--- src/rtl/hsvrgb_pkg.sv ---
// ----------------------------------------------------------------------------
// hsvrgb_pkg
// Shared constants for the hsv to rgb converter: default fraction width and
// the hue sector codes.
// ----------------------------------------------------------------------------
package hsvrgb_pkg;

	localparam int DEF_FRAC_BITS = 16;

	localparam int SECTOR_W = 3;
	typedef logic [SECTOR_W-1:0] sector_t;

	localparam sector_t SEC_RED_YELLOW    = 3'd0;
	localparam sector_t SEC_YELLOW_GREEN  = 3'd1;
	localparam sector_t SEC_GREEN_CYAN    = 3'd2;
	localparam sector_t SEC_CYAN_BLUE     = 3'd3;
	localparam sector_t SEC_BLUE_MAGENTA  = 3'd4;
	localparam sector_t SEC_MAGENTA_RED   = 3'd5;

endpackage

--- src/rtl/hsv_to_rgb_converter.sv ---
// ----------------------------------------------------------------------------
// hsv_to_rgb_converter
// Four-stage pipelined fixed point hsv to rgb conversion, one color per item.
//
//   channel | valid     | stall      | payload
//   --------+-----------+------------+---------------------------------
//   in      | in_valid  | in_stall   | hue, saturation, brightness
//   out     | out_valid | out_stall  | red, green, blue
//
// one item per cycle sustained while out_stall is low; out_valid is the stage 4 valid bit
// the two multiplies (v*s, then c*weight) sit in stages of their own and set the depth
// stage 1 clamps and forms hue*6, stage 4 orders the channels and adds the offset
// reset clears the valid bits only
// the whole pipeline holds while a result waits under out_stall; in_stall follows
// ----------------------------------------------------------------------------
module hsv_to_rgb_converter #(
	parameter int FRAC_BITS = hsvrgb_pkg::DEF_FRAC_BITS
) (
	input  logic                 clk,
	input  logic                 arst_n,
	input  logic                 in_valid,
	output logic                 in_stall,
	input  logic [FRAC_BITS-1:0] hue,
	input  logic [FRAC_BITS:0]   saturation,
	input  logic [FRAC_BITS:0]   brightness,
	output logic                 out_valid,
	input  logic                 out_stall,
	output logic [FRAC_BITS:0]   red,
	output logic [FRAC_BITS:0]   green,
	output logic [FRAC_BITS:0]   blue
);

	localparam int CW = FRAC_BITS + 1;
	localparam int HW = FRAC_BITS + hsvrgb_pkg::SECTOR_W;
	localparam int PW = 2 * CW;
	localparam logic [CW-1:0] ONE = {1'b1, {FRAC_BITS{1'b0}}};

	logic en;

	logic                  valid_s1, valid_s2, valid_s3, valid_s4;
	logic [CW-1:0]         sat_s1, val_s1;
	hsvrgb_pkg::sector_t   sector_s1, sector_s2, sector_s3;
	logic [FRAC_BITS-1:0]  frac_s1;
	logic [CW-1:0]         chroma_s2, val_s2, weight_s2;
	logic [CW-1:0]         chroma_s3, second_s3, offset_s3;
	logic [CW-1:0]         red_s4, green_s4, blue_s4;

	logic [CW-1:0] sat_clamp, val_clamp;
	logic [HW-1:0] hue6;
	logic [PW-1:0] prod_vs, prod_cw;
	logic [CW-1:0] frac_ext, chroma_c, weight_c;
	logic [CW-1:0] r_c, g_c, b_c;

	assign en       = !valid_s4 || !out_stall;
	assign in_stall = !en;

	// stage 1: clamp and hue times six
	assign sat_clamp = (saturation > ONE) ? ONE : saturation;
	assign val_clamp = (brightness > ONE) ? ONE : brightness;
	assign hue6      = HW'({hue, 2'b00}) + HW'({hue, 1'b0});

	// stage 2: chroma and sector weight
	assign prod_vs  = PW'(sat_s1) * PW'(val_s1);
	assign chroma_c = prod_vs[FRAC_BITS +: CW];
	assign frac_ext = {1'b0, frac_s1};
	assign weight_c = sector_s1[0] ? (ONE - frac_ext) : frac_ext;

	// stage 3: second component and offset
	assign prod_cw = PW'(chroma_s2) * PW'(weight_s2);

	// stage 4: channel order
	always_comb begin
		r_c = '0;
		g_c = '0;
		b_c = '0;
		case (sector_s3)
			hsvrgb_pkg::SEC_RED_YELLOW: begin
				r_c = chroma_s3;
				g_c = second_s3;
			end
			hsvrgb_pkg::SEC_YELLOW_GREEN: begin
				r_c = second_s3;
				g_c = chroma_s3;
			end
			hsvrgb_pkg::SEC_GREEN_CYAN: begin
				g_c = chroma_s3;
				b_c = second_s3;
			end
			hsvrgb_pkg::SEC_CYAN_BLUE: begin
				g_c = second_s3;
				b_c = chroma_s3;
			end
			hsvrgb_pkg::SEC_BLUE_MAGENTA: begin
				r_c = second_s3;
				b_c = chroma_s3;
			end
			default: begin
				r_c = chroma_s3;
				b_c = second_s3;
			end
		endcase
	end

	always_ff @(posedge clk or negedge arst_n) begin
		if (!arst_n) begin
			valid_s1 <= 1'b0;
			valid_s2 <= 1'b0;
			valid_s3 <= 1'b0;
			valid_s4 <= 1'b0;
		end else if (en) begin
			valid_s1 <= in_valid;
			valid_s2 <= valid_s1;
			valid_s3 <= valid_s2;
			valid_s4 <= valid_s3;
		end
	end

	always_ff @(posedge clk) begin
		if (en) begin
			sat_s1    <= sat_clamp;
			val_s1    <= val_clamp;
			sector_s1 <= hue6[HW-1:FRAC_BITS];
			frac_s1   <= hue6[FRAC_BITS-1:0];

			chroma_s2 <= chroma_c;
			val_s2    <= val_s1;
			weight_s2 <= weight_c;
			sector_s2 <= sector_s1;

			chroma_s3 <= chroma_s2;
			second_s3 <= prod_cw[FRAC_BITS +: CW];
			offset_s3 <= val_s2 - chroma_s2;
			sector_s3 <= sector_s2;

			red_s4   <= r_c + offset_s3;
			green_s4 <= g_c + offset_s3;
			blue_s4  <= b_c + offset_s3;
		end
	end

	assign out_valid = valid_s4;
	assign red       = red_s4;
	assign green     = green_s4;
	assign blue      = blue_s4;

endmodule

--- config.mk ---
export PLATFORM = sky130hd
export DESIGN_NAME = hsv_to_rgb_converter
export DESIGN_NICKNAME = d
export VERILOG_FILES = /design/src/rtl/hsvrgb_pkg.sv /design/src/rtl/hsv_to_rgb_converter.sv
export SDC_FILE = /design/constraint.sdc
export NUM_CORES = 2
export LEC_CHECK = 0
export BUFFER_PORTS_ARGS = -buffer_cell sky130_fd_sc_hd__buf_2
export CAP_MARGIN = 25
export CORE_UTILIZATION = 35
export CTS_CLUSTER_SIZE = 16
export DETAILED_ROUTE_END_ITERATION = 7
export SETUP_SLACK_MARGIN = 0.4
export SYNTH_ARGS = -nofsm -noshare
export SYNTH_HDL_FRONTEND = slang
export SYNTH_SLANG_ARGS = --single-unit
--- constraint.sdc ---
create_clock -name clk -period 8.53 [get_ports clk]
set_input_delay 1.2795 -clock clk [delete_from_list [all_inputs] [get_ports clk]]
set_output_delay 1.2795 -clock clk [all_outputs]
set_load 0.005 [all_outputs]
==> results.sh <==
export IMPL_cp_required_ns=8.89
export IMPL_ys_dominant_reg_cell="edfxtp_1"
export IMPL_gp_congestion=0.8555
export IMPL_area_growth_pct=8.561
export IMPL_cts_resized=0
export IMPL_slew_headroom_pct=31.86
export IMPL_die_w_um=288.6
export IMPL_cp_start_kind="flop"
export IMPL_num_rows=104
export IMPL_clk_path_buf_depth=3
export IMPL_grt_total_usage_pct=16.47
export IMPL_crit_path_cell_trace="nand2_1, fa_1, fa_1, fa_1, fa_1, inv_1, fa_1, inv_1, fa_1, inv_1, ha_1, nand2_1, nor2_1, a21oi_1, and3_1, or4b_4, a31oi_4, o21ai_0, mux2i_1, a221oi_1"
export IMPL_regArea_um2=6406
export IMPL_setup_tns_ns=0
export IMPL_synth_top_area_share_pct=30.08
export IMPL_grt_max_degree=156
export IMPL_antenna_found_initial=0
export IMPL_max_freq_mhz=150.7
export IMPL_crit_buf_inv=3
export IMPL_hold_path_class="reg2reg"
export IMPL_syn_area_per_cell_um2=9.852
export IMPL_grt_setup_unrepaired="false"
export IMPL_hold_ws_ns=0.4230
export IMPL_drt_iter0_markers=1187
export IMPL_design_die_area_um2=83290
export IMPL_place_ws_ns=1.968
export IMPL_core_area_um2=80940
export IMPL_setup_viol=0
export IMPL_synth_edf_count=210
export IMPL_grt_pass1_vias=20457
export IMPL_status="finished clean"
export IMPL_clk_latency_ns=0.57
export IMPL_cts_tree="built"
export IMPL_avgViaCountPerCell=4.858
export IMPL_postSynthCellCount=2918
export IMPL_yosys_warnings=0
export IMPL_rrSetupSlack_ns=1.90
export IMPL_period_needed_ns=6.635
export IMPL_crit_slowest_cell="edfxtp_1"
export IMPL_synthTopCellsByArea="fa_1, edfxtp_1, ha_1, inv_1, and2_1"
export IMPL_ctsHoldBuffers=0
export IMPL_synth_async_reset_ratio_pct=1.869
export IMPL_cts_sinks=214
export IMPL_multiInputGateArea_um2=19910
export IMPL_drt_total_wl_mm=66.63
export IMPL_fill_cells=8100
export IMPL_place_hpwl_mm=51.95
export IMPL_critPathMostFrequentCell="fa_1"
export IMPL_path_class="reg2reg"
export IMPL_clkTransAtPathRegs_ns=0.06
export IMPL_grt_pass1_wl_mm=108.8
export IMPL_wl_per_cell_um=16.45
export IMPL_postRouteAntennaNets=0
export IMPL_ys_types=68
export IMPL_critPathCaptureType="flop"
export IMPL_slowest_delay_ns=0.88
export IMPL_firstDrtPassIters=5
export IMPL_cts_buffers=27
export IMPL_antennaDiodeCount=0
export IMPL_syn_area_um2=28750
export IMPL_cp_data_arrival_time_ns=7.00
export IMPL_drv_slew=0
export IMPL_cts_root_buf="clkbuf_16"
export IMPL_port_buffer_count=106
export IMPL_cap_violations=0
export IMPL_finClkSkew_ns=0.02796
export IMPL_synth_seq_cells=214
export IMPL_yosys_area_top_type="fa_1"
export IMPL_drc=0
export IMPL_final_layout_size_suffix_gt1_share_pct=6.254
export IMPL_cpLargestDelayFamily="adder cells"
export IMPL_worstMarginPinSlew_ns=1.022
export IMPL_die_y_um=288.6
export IMPL_cts_htree_levels=1
export IMPL_cts_setup_buffers=0
export IMPL_post_route_period_util_pct=77.78
export IMPL_crit_path_max_fanout=18
export IMPL_finalWorstSetupSlack_ns=1.895
export IMPL_vias=19675
export IMPL_fin_nets=3751
export IMPL_grt_overflow=0
export IMPL_start_util_pct=35.52
export IMPL_final_hold_violation_count=0
export IMPL_syn_nets=3699
export IMPL_pin_count=107
export IMPL_seq_area_frac_synth_pct=22.28
[state kept, by name (all words and copies together), names as in the netlist]
register / flops
val_s2: 17
sat_s1: 17
sector_s1: 3
valid_s2: 1
valid_s1: 1
chroma_s3: 17
blue: 17
sector_s2: 3
val_s1: 17
second_s3: 17
out_valid: 1
red: 17
frac_s1: 15
valid_s3: 1
green: 17
weight_s2: 16
chroma_s2: 17
sector_s3: 3
offset_s3: 17
[worst paths after layout]
kind                                    startpoint  cells after the start                      end
max in group asynchronous                   arst_n                      1    out_valid$_DFFE_PN0N_
hold reg to reg             sector_s1[2]$_DFFE_PN_                      0   sector_s2[2]$_DFFE_PN_
min in group asynchronous                   arst_n                      1     valid_s1$_DFFE_PN0N_
setup reg to reg           val_s1[3]$_SDFFCE_PN0N_                     20  chroma_s2[12]$_DFFE_PN_
hold / removal              sector_s1[2]$_DFFE_PN_                      0   sector_s2[2]$_DFFE_PN_
setup / recovery           val_s1[3]$_SDFFCE_PN0N_                     20  chroma_s2[12]$_DFFE_PN_
[synth_stat cells (19+ instances only)]
master	n
nand3_1	19
xor2_1	27
o21ai_0	66
edfxtp_1	210
xnor2_1	89
inv_1	560
nor2_1	63
nand2_1	414
and2_1	266
fa_1	432
nor2b_1	43
a21o_1	45
clkbuf_1	90
ha_1	295
a21oi_1	90
[per-layer routing]
metal	share of wire, %	track usage (%)	vias to the layer above
met5	0	0	-
met4	1.9	3.526	0
met3	4.8	1.943	80
met2	48	27.97	475
met1	45	22.52	9808
li1	-	-	9312
[cell usage in the layout (no fill, tap or decap), types with 4 or more instances in the layout]
cell        count
a21o_1         45
ha_1          295
a31oi_1         6
nor4_1          9
nor2b_1        43
clkinv_2        5
xor2_1         27
a21oi_1        90
a211oi_1       10
nand3_1        19
nor3_1         17
buf_4           7
o21ai_0        66
nand2b_1        7
edfxtp_1      210
o21a_1         11
nand2_1       413
and2_1        266
nor2_1         63
xnor2_1        89
mux2_2          4
inv_6           4
a21boi_0        5
and3_1         18
clkinvlp_4      4
nand4_1         7
a221oi_1        4
o21bai_1       14
clkbuf_16      27
a22o_1         16
inv_1         560
dfrtp_1         4
fa_1          432
o21ai_1         6
buf_2         106
[cell type report]
class	instances	area share [%]
clock inverters	19	0.5773
inverters	560	6.735
repair buffers	114	1.932
multi-input cells	2053	63.78
flip-flops and latches	214	20.53
clock buffers	30	2.201
well taps	1060	4.250
[cells by family (layout without fill, tap and decap cells)]
group	Yosys count	in the layout	share of synthesized area, %
simple gates	885	885	15.10
flops	214	214	22.28
mux	6	6	0.2263
xor+xnor	116	116	3.534
fa+ha+maj	727	727	42.92
buf+inv	651	723	8.504
compound gates	319	319	7.434
[per-stage QoR]
stage / area [µm²] / std cells / utilization, %
global placement: 30340 / 4001 / 37.49
global route: 31210 / 4050 / 38.56
CTS: 31210 / 4050 / 38.56
floorplan: 28750 / 2918 / -
detailed placement: 30340 / 4001 / 37.49
finish: 31210 / 4050 / 38.56
[worst register-to-register path, delay by kind of cell, from the launching register on]
kind,cells,cell delay [ns]
compound gates,4,0.80
fa+ha+maj,7,3.33
buf+inv,3,0.14
flops,1,0.88
mux,1,0.14
simple gates,5,1.18
Power is not shown: default switching activity piles up to over one toggle a cycle in this logic, so the estimate is an artifact.
